===== config.mk =====
export PLATFORM = sky130hd
export DESIGN_NAME = retry_table_with_exponential_backoff_unit
export DESIGN_NICKNAME = d
export VERILOG_FILES = /design/src/hw/rtl/rtbe_pkg.sv /design/src/hw/rtl/rtbe_ram.sv /design/src/hw/rtl/rtbe_datapath.sv /design/src/hw/rtl/rtbe_ctrl.sv /design/src/hw/rtl/retry_table_with_exponential_backoff_unit.sv
export VERILOG_INCLUDE_DIRS = /design/src /design/src/hw/rtl
export SDC_FILE = /design/constraint.sdc
export NUM_CORES = 2
export LEC_CHECK = 0
export BUFFER_PORTS_ARGS = -buffer_cell sky130_fd_sc_hd__buf_2
export CORE_ASPECT_RATIO = 0.5
export CORE_UTILIZATION = 25
export DETAILED_ROUTE_END_ITERATION = 8
export GPL_ROUTABILITY_DRIVEN = 0
export HOLD_SLACK_MARGIN = 0.15
export PLACE_DENSITY = 0.43
export SYNTH_ARGS = -nofsm -noshare
export SYNTH_HDL_FRONTEND = slang
export SYNTH_SLANG_ARGS = --single-unit

===== constraint.sdc =====
create_clock -name i_clk -period 5.8 [get_ports i_clk]
set_clock_uncertainty 0.05 [all_clocks]
set_input_delay 0.29 -clock i_clk [delete_from_list [all_inputs] [get_ports i_clk]]
set_output_delay 0.29 -clock i_clk [all_outputs]
set_load 0.03 [all_outputs]

===== src/hw/rtl/assert_macros.svh =====
// assertion helper macros
`ifndef ASSERT_MACROS_SVH
`define ASSERT_MACROS_SVH
`ifndef SYNTH
`define ASSERT_IMPLIES(label, clk, rst_n, a, b) \
    label: assert property (@(posedge clk) disable iff (!rst_n) (a) |-> (b)) \
        else $error("assertion failed");
`define ASSERT_NEXT(label, clk, rst_n, a, b) \
    label: assert property (@(posedge clk) disable iff (!rst_n) (a) |=> (b)) \
        else $error("assertion failed");
`else
`define ASSERT_IMPLIES(label, clk, rst_n, a, b)
`define ASSERT_NEXT(label, clk, rst_n, a, b)
`endif
`endif


===== src/hw/rtl/rtbe_pkg.sv =====
// ----------------------------------------------------------------------------
// rtbe_pkg
// shared types and codes of the retry table
// ----------------------------------------------------------------------------
package rtbe_pkg;
    localparam logic [1:0] OP_ADD  = 2'd0;
    localparam logic [1:0] OP_FIND = 2'd1;
    localparam logic [1:0] OP_TRY  = 2'd2;

    localparam logic [2:0] RC_ADDED   = 3'd0;
    localparam logic [2:0] RC_FULL    = 3'd1;
    localparam logic [2:0] RC_DUE     = 3'd2;
    localparam logic [2:0] RC_NONE    = 3'd3;
    localparam logic [2:0] RC_DONE    = 3'd4;
    localparam logic [2:0] RC_GAVEUP  = 3'd5;
    localparam logic [2:0] RC_BAD     = 3'd6;
    localparam logic [2:0] RC_REQUEUE = 3'd7;

    localparam logic [7:0]  DEFAULT_LIMIT = 8'd5;
    localparam logic [15:0] DEFAULT_BASE  = 16'd1000;
    localparam logic [47:0] TIME_MAX      = {48{1'b1}};
    localparam int          ENT_W         = 80;

    typedef struct packed {
        logic load;       // latch the input item
        logic add_wr;     // write new entry at count
        logic scan_rd;    // read at scan pointer
        logic scan_step;  // compare read data, advance
        logic try_rd;     // read at index
        logic try_eval;   // evaluate attempt
        logic try_wr;     // write updated entry
        logic shift_rd;   // read entry ptr+1
        logic shift_wr;   // write it to ptr
        logic finish;     // emit result
    } t_cmd;

    typedef struct packed {
        logic [1:0] op;
        logic       full;
        logic       idx_ok;
        logic       found;
        logic       scan_end;
        logic       remove;
        logic       shift_end;
    } t_sts;
endpackage


===== src/hw/rtl/rtbe_ram.sv =====
// ----------------------------------------------------------------------------
// rtbe_ram
// generic simple dual port ram (one write port, one read port) with registered read
// ----------------------------------------------------------------------------
module rtbe_ram #(
    parameter int WIDTH = 8,
    parameter int DEPTH = 32
) (
    input  logic                     i_clk,
    input  logic                     i_we,
    input  logic [$clog2(DEPTH)-1:0] i_waddr,
    input  logic [WIDTH-1:0]         i_wdata,
    input  logic [$clog2(DEPTH)-1:0] i_raddr,
    output logic [WIDTH-1:0]         o_rdata
);
    logic [WIDTH-1:0] r_mem [DEPTH];
    always_ff @(posedge i_clk) begin
        if (i_we) begin
            r_mem[i_waddr] <= i_wdata;
        end
        o_rdata <= r_mem[i_raddr];
    end
endmodule


===== src/hw/rtl/rtbe_datapath.sv =====
// ----------------------------------------------------------------------------
// rtbe_datapath
// entry store, scan, backoff and shift datapath
// ----------------------------------------------------------------------------
module rtbe_datapath #(
    parameter int ENTRIES = 32
) (
    input  logic                  i_clk,
    input  logic                  i_rst_n,
    input  rtbe_pkg::t_cmd        i_cmd,
    output rtbe_pkg::t_sts        o_sts,
    input  logic [1:0]            i_opcode,
    input  logic [47:0]           i_now_time,
    input  logic [7:0]            i_limit_attempts,
    input  logic [15:0]           i_base_delay,
    input  logic [4:0]            i_entry_index,
    input  logic                  i_succeeded,
    output logic                  o_result_valid,
    output logic [2:0]            o_result_code,
    output logic [4:0]            o_result_index,
    output logic [5:0]            o_entry_count,
    output logic                  o_requeued
);
    import rtbe_pkg::*;
    localparam int AW = $clog2(ENTRIES);
    localparam int CW = $clog2(ENTRIES + 1);

    logic [1:0]  r_op;
    logic [47:0] r_now;
    logic [7:0]  r_lim;
    logic [15:0] r_base;
    logic [4:0]  r_idx;
    logic        r_ok;
    logic [CW-1:0] r_cnt, n_cnt;
    logic [AW-1:0] r_ptr;
    logic [2:0]  r_code;
    logic [4:0]  r_rindex;
    logic        r_found, r_remove;
    logic [47:0] r_back;
    logic [7:0]  r_ac;

    logic          we;
    logic [AW-1:0] waddr, raddr;
    logic [ENT_W-1:0] wdata, rdata;
    logic [7:0]  rd_ac, rd_lim, inc_ac;
    logic [15:0] rd_base, add_base;
    logic [47:0] rd_due;
    logic [63:0] shifted;
    logic [48:0] sum_add, sum_try;
    logic [47:0] due_add, due_try;

    assign {rd_ac, rd_lim, rd_base, rd_due} = rdata;
    assign inc_ac   = (rd_ac == 8'hFF) ? rd_ac : rd_ac + 8'd1;
    assign add_base = (r_base == 16'd0) ? DEFAULT_BASE : r_base;
    assign sum_add  = {1'b0, r_now} + {33'd0, add_base};
    assign due_add  = sum_add[48] ? TIME_MAX : sum_add[47:0];
    assign sum_try  = {1'b0, r_now} + {1'b0, r_back};
    assign due_try  = sum_try[48] ? TIME_MAX : sum_try[47:0];
    assign shifted  = {48'd0, rd_base} << inc_ac[5:0];

    rtbe_ram #(.WIDTH(ENT_W), .DEPTH(ENTRIES)) u_ram (
        .i_clk(i_clk), .i_we(we), .i_waddr(waddr), .i_wdata(wdata),
        .i_raddr(raddr), .o_rdata(rdata)
    );

    always_comb begin
        we    = 1'b0;
        waddr = r_ptr;
        wdata = rdata;
        raddr = r_ptr;
        if (i_cmd.add_wr) begin
            we    = 1'b1;
            waddr = r_cnt[AW-1:0];
            wdata = {8'd0, (r_lim == 8'd0) ? DEFAULT_LIMIT : r_lim, add_base, due_add};
        end else if (i_cmd.try_wr) begin
            we    = 1'b1;
            waddr = r_idx[AW-1:0];
            wdata = {r_ac, rd_lim, rd_base, due_try};
        end else if (i_cmd.shift_wr) begin
            we    = 1'b1;
        end
        if (i_cmd.try_rd) begin
            raddr = r_idx[AW-1:0];
        end else if (i_cmd.shift_rd) begin
            raddr = r_ptr + AW'(1);
        end
    end

    always_comb begin
        n_cnt = r_cnt;
        if (i_cmd.add_wr) begin
            n_cnt = r_cnt + CW'(1);
        end else if (i_cmd.finish && r_remove) begin
            n_cnt = r_cnt - CW'(1);
        end
    end

    assign o_sts.op        = r_op;
    assign o_sts.full      = (r_cnt >= CW'(ENTRIES));
    assign o_sts.idx_ok    = ({1'b0, r_idx} < 6'(r_cnt)) && (32'(r_idx) < ENTRIES);
    assign o_sts.found     = r_found;
    assign o_sts.scan_end  = ({1'b0, r_ptr} + CW'(1)) >= r_cnt;
    assign o_sts.remove    = r_remove;
    assign o_sts.shift_end = ({1'b0, r_ptr} + CW'(2)) >= r_cnt;

    always_ff @(posedge i_clk) begin
        if (!i_rst_n) begin
            r_cnt          <= '0;
            o_result_valid <= 1'b0;
            r_found        <= 1'b0;
            r_remove       <= 1'b0;
        end else begin
            r_cnt          <= n_cnt;
            o_result_valid <= i_cmd.finish;
            if (i_cmd.load) begin
                r_op     <= i_opcode;
                r_now    <= i_now_time;
                r_lim    <= i_limit_attempts;
                r_base   <= i_base_delay;
                r_idx    <= i_entry_index;
                r_ok     <= i_succeeded;
                r_ptr    <= '0;
                r_found  <= 1'b0;
                r_remove <= 1'b0;
                r_code   <= (i_opcode == OP_ADD && o_sts.full) ? RC_FULL : RC_BAD;
                r_rindex <= '0;
            end
            if (i_cmd.add_wr) begin
                r_code   <= RC_ADDED;
                r_rindex <= 5'(r_cnt);
            end
            if (i_cmd.scan_rd && !i_cmd.scan_step) begin
                r_code <= RC_NONE;
            end
            if (i_cmd.scan_step) begin
                if (({1'b0, r_ptr} < r_cnt) && (r_now >= rd_due)) begin
                    r_found  <= 1'b1;
                    r_code   <= RC_DUE;
                    r_rindex <= 5'(r_ptr);
                end else begin
                    r_ptr <= r_ptr + AW'(1);
                end
            end
            if (i_cmd.try_eval) begin
                r_ac <= inc_ac;
                if (inc_ac >= 8'd48 || shifted[63:48] != 16'd0) begin
                    r_back <= TIME_MAX;
                end else begin
                    r_back <= shifted[47:0];
                end
                r_ptr <= r_idx[AW-1:0];
                if (r_ok) begin
                    r_remove <= 1'b1;
                    r_code   <= RC_DONE;
                end else if (inc_ac >= rd_lim) begin
                    r_remove <= 1'b1;
                    r_code   <= RC_GAVEUP;
                end else begin
                    r_code <= RC_REQUEUE;
                end
            end
            if (i_cmd.shift_wr) begin
                r_ptr <= r_ptr + AW'(1);
            end
            if (i_cmd.finish) begin
                o_result_code  <= r_code;
                o_result_index <= r_rindex;
                o_entry_count  <= 6'(n_cnt);
                o_requeued     <= (r_code == RC_REQUEUE);
            end
        end
    end
endmodule


===== src/hw/rtl/rtbe_ctrl.sv =====
// ----------------------------------------------------------------------------
// rtbe_ctrl
// operation sequencer of the retry table
// ----------------------------------------------------------------------------
`include "assert_macros.svh"
module rtbe_ctrl (
    input  logic           i_clk,
    input  logic           i_rst_n,
    input  logic           i_start,
    output logic           o_busy,
    input  rtbe_pkg::t_sts i_sts,
    output rtbe_pkg::t_cmd o_cmd
);
    import rtbe_pkg::*;
    localparam logic [3:0] S_IDLE = 4'd0, S_DEC = 4'd1, S_SCAN = 4'd2, S_CMP = 4'd3,
        S_TRD = 4'd4, S_TEV = 4'd5, S_TWR = 4'd6, S_SRD = 4'd7, S_SWR = 4'd8,
        S_FIN = 4'd9;
    logic [3:0] r_state, n_state;

    always_comb begin
        o_cmd   = '0;
        n_state = r_state;
        case (r_state)
            S_IDLE: begin
                if (i_start) begin
                    o_cmd.load = 1'b1;
                    n_state    = S_DEC;
                end
            end
            S_DEC: begin
                case (i_sts.op)
                    OP_ADD: begin
                        o_cmd.add_wr = !i_sts.full;
                        n_state      = S_FIN;
                    end
                    OP_FIND: begin
                        o_cmd.scan_rd = 1'b1;
                        n_state       = S_SCAN;
                    end
                    OP_TRY: begin
                        o_cmd.try_rd = 1'b1;
                        n_state      = i_sts.idx_ok ? S_TEV : S_FIN;
                    end
                    default: n_state = S_FIN;
                endcase
            end
            S_SCAN: begin
                o_cmd.scan_rd = 1'b1;
                n_state       = S_CMP;
            end
            S_CMP: begin
                o_cmd.scan_rd   = 1'b1;
                o_cmd.scan_step = 1'b1;
                n_state         = (!i_sts.found && !i_sts.scan_end) ? S_SCAN : S_FIN;
            end
            S_TEV: begin
                o_cmd.try_eval = 1'b1;
                o_cmd.try_rd   = 1'b1;
                n_state        = S_TWR;
            end
            S_TWR: begin
                if (i_sts.remove) begin
                    n_state = i_sts.scan_end ? S_FIN : S_SRD;
                end else begin
                    o_cmd.try_rd = 1'b1;
                    o_cmd.try_wr = 1'b1;
                    n_state      = S_FIN;
                end
            end
            S_SRD: begin
                o_cmd.shift_rd = 1'b1;
                n_state        = S_SWR;
            end
            S_SWR: begin
                o_cmd.shift_wr = 1'b1;
                n_state        = i_sts.shift_end ? S_FIN : S_SRD;
            end
            S_FIN: begin
                o_cmd.finish = 1'b1;
                n_state      = S_IDLE;
            end
            default: n_state = S_IDLE;
        endcase
    end

    assign o_busy = (r_state != S_IDLE);

    always_ff @(posedge i_clk) begin
        if (!i_rst_n) begin
            r_state <= S_IDLE;
        end else begin
            r_state <= n_state;
        end
    end

    `ASSERT_NEXT(a_fin_idle, i_clk, i_rst_n, o_cmd.finish, r_state == S_IDLE)
    `ASSERT_IMPLIES(a_one_wr, i_clk, i_rst_n, o_cmd.add_wr, !o_cmd.try_wr && !o_cmd.shift_wr)
    `ASSERT_NEXT(a_load_busy, i_clk, i_rst_n, o_cmd.load, o_busy)
endmodule


===== src/hw/rtl/retry_table_with_exponential_backoff_unit.sv =====
// ----------------------------------------------------------------------------
// retry_table_with_exponential_backoff_unit
// retry table with exponential backoff, controller plus datapath
// ----------------------------------------------------------------------------
// An item is taken when start is high and busy low. The result shows for one
// cycle under o_result_valid and cannot be stalled. An add, an unknown opcode
// or a bad index go from decode straight to finish; a find-due reads and
// compares one entry per scan step until a due entry or the last one (one pass
// even on an empty table); an attempt reads and evaluates the entry, then
// writes it back or shifts the later entries down on removal. The entry memory
// has a registered read.
module retry_table_with_exponential_backoff_unit #(
    parameter int ENTRIES = 32
) (
    input  logic        i_clk,
    input  logic        i_rst_n,
    input  logic        start,
    output logic        busy,
    input  logic [1:0]  i_opcode,
    input  logic [47:0] i_now_time,
    input  logic [7:0]  i_limit_attempts,
    input  logic [15:0] i_base_delay,
    input  logic [4:0]  i_entry_index,
    input  logic        i_succeeded,
    output logic        o_result_valid,
    output logic [2:0]  o_result_code,
    output logic [4:0]  o_result_index,
    output logic [5:0]  o_entry_count,
    output logic        o_requeued
);
    import rtbe_pkg::*;
    t_cmd cmd;
    t_sts sts;
    logic start_ok;
    assign start_ok = start && !busy;

    rtbe_ctrl u_ctrl (
        .i_clk(i_clk), .i_rst_n(i_rst_n), .i_start(start_ok), .o_busy(busy),
        .i_sts(sts), .o_cmd(cmd)
    );

    rtbe_datapath #(.ENTRIES(ENTRIES)) u_dp (
        .i_clk(i_clk), .i_rst_n(i_rst_n), .i_cmd(cmd), .o_sts(sts),
        .i_opcode(i_opcode), .i_now_time(i_now_time),
        .i_limit_attempts(i_limit_attempts), .i_base_delay(i_base_delay),
        .i_entry_index(i_entry_index), .i_succeeded(i_succeeded),
        .o_result_valid(o_result_valid), .o_result_code(o_result_code),
        .o_result_index(o_result_index), .o_entry_count(o_entry_count),
        .o_requeued(o_requeued)
    );
endmodule

## After elaboration in Yosys (flattened, before gate mapping)

Memory sizes are Yosys's and may differ from the RTL's. A register that Yosys moved wholly into a read port is not among the register bits.
Cells that the tools add are included.

| cells by class | value |
|---|---|
| $add $sub $neg | 8 |
| order comparisons | 8 |
| equality and inequality tests | 13 |
| shifts and indexed selects | 1 |
| mux-type cells | 66 |
| reductions and logical operators | 23 |

Operators with widths:

| operator | number |
|---|---|
| 2-to-1 mux 80 bit | 2 |
| 2-to-1 mux 48 bit | 2 |
| 2-to-1 mux 5 bit | 13 |
| left shift 16 x 6 -> 64 bit | 1 |
| adder 48 x 16 -> 49 bit | 1 |
| adder 48 x 48 -> 49 bit | 1 |
| greater-or-equal comparator 48 bit | 1 |
| case mux 4 bit (8 select lines) | 1 |
| 2-to-1 mux 1 bit | 25 |
| 2-to-1 mux 3 bit | 8 |
| 2-to-1 mux 4 bit | 6 |
| zero test 16 bit | 1 |
| 2-to-1 mux 16 bit | 1 |
| 2-to-1 mux 8 bit | 2 |
| nonzero test 16 bit | 1 |
| equality test 4 x 3 -> 1 bit, second input constant | 3 |
| greater-or-equal comparator 6 bit | 2 |
| less-than comparator 5 x 6 -> 1 bit | 2 |
| 2-to-1 mux 6 bit | 2 |
| adder 8 x 1 -> 8 bit, second input constant | 1 |
| equality test 4 x 2 -> 1 bit, second input constant | 2 |
| equality test 4 bit, second input constant | 2 |
| equality test 8 bit, second input constant | 1 |
| greater-or-equal comparator 8 x 6 -> 1 bit, second input constant | 1 |
| other kinds (25) | 37 |

| word-level totals | value |
|---|---|
| bits in registers | 177 |
| RAM bits | 2,560 |
| input bits | 83 |
| output and inout bits | 17 |
| logic and storage cells | 140 |
| memories kept | 1 |

Memories:

| memory | words | width | rd ports | clocked after Yosys merged registers in | wr ports | RTL line | source |
|---|---|---|---|---|---|---|---|
| u_dp.u_ram.r_mem | 32 | 80 | 1 | 1 | 1 | rtbe_ram.sv:16 | `logic [WIDTH-1:0] r_mem [DEPTH];` |

## Logic depth before layout (Yosys ltp)

| depth | value |
|---|---|
| depth in word-level cells | 11 |
| gate-level depth with buffers | 17 |
| depth with buffers taken out | 16 |

## Hierarchy

Synthesis repeated with hierarchy kept, for this count alone.

| second synthesis, totals | value |
|---|---|
| cell total of the unflattened synthesis | 6,479 |
| area total of the unflattened synthesis | 115,065.4 um2 |

Modules (own cells, without submodules):

| module | instances | cells an instance | area an instance (um2) | seq. area each (um2) |
|---|---|---|---|---|
| rtbe_ram | 1 | 4,683 | 98,904.9 | 78,475.3 |
| rtbe_datapath | 1 | 1,738 | 15,698.8 | 5,104.9 |
| rtbe_ctrl | 1 | 57 | 447.9 | 80.1 |
| retry_table_with_exponential_backoff_unit | 1 | 1 | 13.8 | 0.0 |

## Worst setup path before layout

No wires, ideal clock.

| path | value |
|---|---|
| path type | register to register |
| start point | register u_ctrl.r_state[2] |
| end point | memory u_dp.u_ram.r_mem[31][0] (netlist name), enable pin |
| library setup time | 0.519 ns |
| data arrival time | 5.606 ns |
| required time | 5.231 ns |
| setup slack | -0.375 ns |
| cell stages (with the launch flop) | 10 |
| buffers on the path | 3 |
| period minus slack after synthesis | 6.175 ns |
| path through | dfxtp_1 clkbuf_1 nor2_1 nand2_1 or4_1 clkbuf_1 clkbuf_1 a31oi_1 nand3_1 nor2_1 |

| between the ends | value |
|---|---|
| word-level cells in the longest chain between the ends | 7 |
| elaborated cells between the ends (all ways) | 13 |
| classes of those cells | eq/ne: 3; mux: 10 |

Ends and longest elaborated chain:

| element | RTL line | source |
|---|---|---|
| start, declared | rtbe_ctrl.sv:18 | `logic [3:0] r_state, n_state;` |
| start signal, assigned | rtbe_ctrl.sv:92 | `r_state <= n_state;` |
| equality test 4 bit | rtbe_ctrl.sv:23 | `case (r_state)` |
| 2-to-1 mux 1 bit | rtbe_ctrl.sv:23 |  |
| 2-to-1 mux 1 bit | rtbe_datapath.sv:79 | `end else if (i_cmd.shift_wr) begin` |
| 2-to-1 mux 1 bit | rtbe_datapath.sv:75 | `end else if (i_cmd.try_wr) begin` |
| 2-to-1 mux 1 bit | rtbe_datapath.sv:71 | `if (i_cmd.add_wr) begin` |
| 2-to-1 mux 1 bit | rtbe_ram.sv:18 | `if (i_we) begin` |
| 2-to-1 mux 1 bit (not written as such) | rtbe_ram.sv:19 | `r_mem[i_waddr] <= i_wdata;` |
| end, declared | rtbe_ram.sv:16 |  |

Several ways; a longest one is shown, not always the timed one.

## Final worst setup path

| path | value |
|---|---|
| start point | register u_dp.r_now[4] |
| end point | memory u_dp.u_ram.r_mem[0][37] (netlist name) (data pin) |

| between the ends | value |
|---|---|
| word-level cells in the longest chain between the ends | 4 |
| elaborated cells between the ends (all ways) | 6 |
| classes of those cells | add/sub: 2; mux: 4 |

Ends and longest elaborated chain:

| element | RTL line | source |
|---|---|---|
| start, declared | rtbe_datapath.sv:29 | `logic [47:0] r_now;` |
| start signal, assigned | rtbe_datapath.sv:117 | `r_now <= i_now_time;` |
| adder 48 x 48 -> 49 bit | rtbe_datapath.sv:57 | `assign sum_try = {1'b0, r_now} + {1'b0, r_back};` |
| 2-to-1 mux 48 bit | rtbe_datapath.sv:58 | `assign due_try = sum_try[48] ? TIME_MAX : sum_try[47:0];` |
| 2-to-1 mux 80 bit | rtbe_datapath.sv:75 |  |
| 2-to-1 mux 80 bit * | rtbe_datapath.sv:71 |  |
| named net u_dp.u_ram.i_wdata[37] | rtbe_ram.sv:12 | `input logic [WIDTH-1:0] i_wdata,` |

Mark *: on every way through the listed nets, which the timed path passes. The rest lies on a longest branch.

==> flow_summary.rst <==
.. list-table::
   :header-rows: 1

   * - Metric
     - Value
   * - CTS Root Buffer Type
     - sky130_fd_sc_hd__clkbuf_16
   * - R2R setup slack
     - 0.66 ns
   * - Cts bufs inserted
     - 292
   * - Vias per Instance
     - 4.79
   * - Register bit total from synthesis
     - 2817
   * - Quantity of I/O buffers inserted on ports
     - between 90 and 100
   * - Placed insts
     - 12093
   * - Tcrit/Tclk final
     - 88.7%
   * - Cell with the largest stage delay on the worst path
     - sky130_fd_sc_hd__a21oi_2
   * - Number of distinct library cells after synthesis
     - 104
   * - Crit path launch type
     - flip-flop
   * - Number of rows created at floorplan
     - 175
   * - Layout cell share with drive strength beyond 1
     - just under 30%
   * - Register area share after synthesis
     - approximately 73%
   * - Number of synthesis warnings
     - 0
   * - Reg2Reg Capture Point
     - u_dp.u_ram.r_mem[0][37]
   * - Half-perimeter wire length after detailed placement
     - 223000 µm
   * - Max-slew violation count
     - 0
   * - Setup tns final
     - 0 ns
   * - Synth Area in Simple Gates
     - roughly 2.7%
   * - Global router's overall resource usage
     - roughly 16%
   * - Width of the die
     - 962 µm
   * - Wire length of the first global-routing pass
     - 513000 µm
   * - Worst hold slack
     - 0.180 ns
   * - Synth Area per Inst
     - about 19 µm²
   * - Clock transition at path regs
     - about 0.070 ns
   * - Net Count, Synth
     - between 6000 and 7000
   * - Placeable core area
     - between 400000 and 500000 µm²
   * - Crit path arrival time
     - between 5 and 6 ns
   * - Kind of critical path
     - reg2reg
   * - Cell Chain, Critical Path
     - ha_1 > a21oi_1 > o21ai_0 > o2111ai_1 > a21oi_1 > a31oi_1 > o31ai_1 > a211o_1 > xor2_1 > o22ai_1 > a21oi_2
   * - DR vias
     - 61109
   * - Hold crit path type
     - in2reg
   * - Filler cell count in the final layout
     - 44609
   * - End point of the critical path
     - u_dp.u_ram.r_mem[0][37]
   * - Worst setup EP type
     - flip-flop
   * - Most frequent cell on the critical path
     - sky130_fd_sc_hd__a21oi_1
   * - Number of cells produced by synthesis
     - 5922
   * - Aggregate global routing overflow
     - 0
   * - Rel. slew slack
     - 5.25%
   * - Count of endpoints failing setup in the final report
     - 0
   * - Crit path max fanout
     - 32
   * - CTS tree
     - built
   * - Launching instance or port of the critical path
     - u_dp.r_now[4]
   * - Startpoint of the lowest-slack register-to-register path
     - u_dp.r_now[4]
   * - Via count of the first global-routing pass
     - 60816
   * - Router iterations before antenna repair
     - 5
   * - Maximum level of the CTS H-tree
     - 5
   * - Worst IR Drop VDD
     - 0.258 mV
   * - Number of cell instances on the worst register-to-register path
     - 11
   * - Number of DRC markers in iteration 0
     - 7088
   * - Largest net degree at the start of global routing
     - just under 80
   * - Post-route total power
     - ~0.058 W
   * - Synthesis-to-layout area growth
     - 18.5%
   * - Combinational family with the most area after synthesis
     - multiplexers
   * - Final Hold Viols
     - 0
   * - Pwr dens
     - 425 nW/µm²
   * - Vertical die dimension
     - 482 µm
   * - Count of max-cap constraint violations
     - 0
   * - Pin slew with the least headroom to its limit
     - 1.42 ns
   * - Worst path required time
     - 6.23 ns
   * - WL final
     - around 370000 µm
   * - Number of enable flip-flop cells after synthesis
     - 2724
   * - Top FF cell, synth
     - sky130_fd_sc_hd__edfxtp_1
   * - Share of synthesized cell area in full adder, half adder and majority cells
     - 1.64%
   * - Number of DRC violations after detailed routing
     - 0
   * - Area of the die
     - 463000 µm²
   * - Ports
     - 100
   * - Routed WL per cell
     - 29.3 µm
   * - FMAX
     - ~190 MHz
   * - Ys async rst share
     - 0%
   * - Number of nets in the layout
     - 6656
   * - CTS sink count
     - around 2800
   * - Setup fix buffers added after clock tree synthesis
     - 0
   * - Share of the synthesized area in compound gates (AO/OA/AOI/OAI)
     - under 10%
   * - Post-Synth XOR/XNOR Area
     - 0.746%
   * - Summed instance area of the synthesized netlist
     - approximately 120000 µm²
   * - Standby leakage power
     - 42.9 nW
   * - Time the worst path needs with I/O delays and setup
     - 5.14 ns
   * - Multiplexer share of the synthesized area
     - 16.1%
   * - Number of antenna violations at the first check in global routing
     - 28
   * - Final cell count without fillers
     - 12759
   * - RSZ-0062 raised after global routing
     - false
   * - Maximum single-stage delay on the critical path
     - 0.93 ns
   * - Antenna violation net count after detailed routing
     - 0
   * - Max Root-Sink Buffers
     - 4
   * - Run status
     - finished, final reports clean
   * - Latest clock arrival within the worst-skew pair
     - 0.91 ns
   * - Initial core utilization
     - ~25%
-- cell usage in the layout, fill, tap and decap left out, types with 15 or more instances in the layout --
cell                               n
sky130_fd_sc_hd__a211oi_1         17
sky130_fd_sc_hd__a21o_1           52
sky130_fd_sc_hd__a21oi_1         129
sky130_fd_sc_hd__a21oi_2          27
sky130_fd_sc_hd__a31oi_1          17
sky130_fd_sc_hd__and2_1           17
sky130_fd_sc_hd__and3_1           22
sky130_fd_sc_hd__buf_12          111
sky130_fd_sc_hd__buf_2            99
sky130_fd_sc_hd__buf_4           175
sky130_fd_sc_hd__bufinv_16        16
sky130_fd_sc_hd__clkbuf_1         76
sky130_fd_sc_hd__clkbuf_16       296
sky130_fd_sc_hd__clkbuf_8         21
sky130_fd_sc_hd__clkinv_1         34
sky130_fd_sc_hd__clkinv_2         56
sky130_fd_sc_hd__dfxtp_1          92
sky130_fd_sc_hd__dlygate4sd3_1   142
sky130_fd_sc_hd__edfxtp_1       2724
sky130_fd_sc_hd__ha_1            148
sky130_fd_sc_hd__inv_1            91
sky130_fd_sc_hd__mux2_1           18
sky130_fd_sc_hd__mux2_2          316
sky130_fd_sc_hd__mux2i_1          15
sky130_fd_sc_hd__mux4_2          651
sky130_fd_sc_hd__nand2_1         202
sky130_fd_sc_hd__nand2b_1         28
sky130_fd_sc_hd__nand3_1          53
sky130_fd_sc_hd__nand4_1          24
sky130_fd_sc_hd__nor2_1          172
sky130_fd_sc_hd__nor2_4           33
sky130_fd_sc_hd__nor2b_1          18
sky130_fd_sc_hd__nor3_1           23
sky130_fd_sc_hd__o21ai_0         109
sky130_fd_sc_hd__o21ai_2          32
sky130_fd_sc_hd__o21bai_1         15
sky130_fd_sc_hd__o221ai_1         15
sky130_fd_sc_hd__o22ai_1         215
sky130_fd_sc_hd__xnor2_1          63
sky130_fd_sc_hd__xor2_1           35
-- power breakdown --
group,internal [W],switching [W],total [W],leakage [nW]
clock,0.0104,0.00817,0.0186,4.53
sequential,0.0255,0.000710,0.0262,25.2
combinational,0.00455,0.00859,0.0131,13.2
-- Yosys cell counts (29+ instances only) --
master / number / share of area (%)
sky130_fd_sc_hd__mux2_2: 316 / 3.1
sky130_fd_sc_hd__a21oi_1: 155 / 0.67
sky130_fd_sc_hd__o21ai_0: 143 / 0.62
sky130_fd_sc_hd__xor2_1: 35 / 0.27
sky130_fd_sc_hd__buf_4: 53 / 0.35
sky130_fd_sc_hd__nor2_1: 206 / 0.67
sky130_fd_sc_hd__dfxtp_1: 93 / 1.6
sky130_fd_sc_hd__clkbuf_1: 134 / 0.44
sky130_fd_sc_hd__nand3_1: 53 / 0.23
sky130_fd_sc_hd__xnor2_1: 63 / 0.48
sky130_fd_sc_hd__ha_1: 148 / 1.6
sky130_fd_sc_hd__mux4_2: 651 / 13
sky130_fd_sc_hd__o22ai_1: 215 / 1.2
sky130_fd_sc_hd__nand2_1: 208 / 0.68
sky130_fd_sc_hd__edfxtp_1: 2724 / 71
sky130_fd_sc_hd__a21o_1: 52 / 0.34
sky130_fd_sc_hd__nand2b_1: 29 / 0.16
sky130_fd_sc_hd__inv_1: 91 / 0.30
sky130_fd_sc_hd__buf_2: 104 / 0.45
-- state kept, by name, indices dropped and copies added, names as in the netlist, 2 cells and up --
register / cells
u_dp.r_ptr: 5
u_dp.r_lim: 8
u_dp.u_ram.o_rdata: 80
u_dp.r_op: 2
u_dp.r_back: 48
u_dp.o_entry_count: 6
u_dp.r_cnt: 6
u_dp.u_ram.r_mem: 2560
u_dp.o_result_index: 5
u_ctrl.r_state: 4
u_dp.r_code: 3
u_dp.r_rindex: 5
u_dp.r_idx: 5
u_dp.r_ac: 8
u_dp.o_result_code: 3
u_dp.r_now: 48
u_dp.r_base: 16
-- worst max-delay path, delay by kind of cell, from the launching register on --
family	cells	cell delay, ns
XOR/XNOR	1	0.19
flip-flops	1	0.45
adder cells (fa/ha/maj)	1	0.36
AO/OA/AOI/OAI	9	3.66
-- how the worst min path moves through the flow --
stage / start / endpoint / slack (ns) / cells past startpoint
after floorplan: i_base_delay[0] / u_dp.r_base[0] / 0.34 / 0
after global placement: u_dp.r_rindex[4] / u_dp.o_result_index[4] / 0.40 / 0
after detailed placement: u_dp.r_rindex[3] / u_dp.o_result_index[3] / 0.40 / 0
after CTS: i_base_delay[13] / u_dp.r_base[13] / 0.15 / 2
after global routing: i_base_delay[10] / u_dp.r_base[10] / 0.15 / 2
final: i_base_delay[13] / u_dp.r_base[13] / 0.18 / 2
-- metrics by stage --
step,area (µm²),setup slack (ns),util [%]
finish,136000,0.657,29.9
global route,136000,0.200,29.9
CTS,136000,0.571,29.9
detailed placement,126000,0.551,27.5
global placement,126000,0.468,27.5
floorplan,115000,-0.375,-
-- logic make-up (layout without fill, tap and decap cells) --
family          Yosys count  after routing
compound gates          775            775
simple gates            669            669
flops                  2817           2817
buf+inv                 413           1140
xor+xnor                 98             98
fa+ha+maj               150            150
mux                    1000           1000
other cells               0              4
-- timing repair --
action	4_1_cts	5_1_grt
hold buffers	142	0
endpoints found under the hold margin	114	0
gates resized for setup	0	0
-- routing by layer --
layer  routed length [µm]  track usage, %  part of all wire [%]
met3                20500            2.21                   5.5
met1               178000            23.6                    48
met5                    0               0                     0
met2               167000            24.3                    45
met4                 7820            3.26                   2.1
-- cell type report --
class / count / area [µm²] / share of cell area [%]
antenna: 4 / 10.0 / 0.00734
clock buffer: 393 / 7980 / 5.85
clock inverter: 127 / 1230 / 0.904
inverter: 93 / 349 / 0.256
multi-input combinational: 2692 / 30100 / 22.0
sequential: 2817 / 83700 / 61.3
tap: 6106 / 7640 / 5.60
timing repair buffer: 527 / 5450 / 4.00
Power figures use the tool's default switching activity.
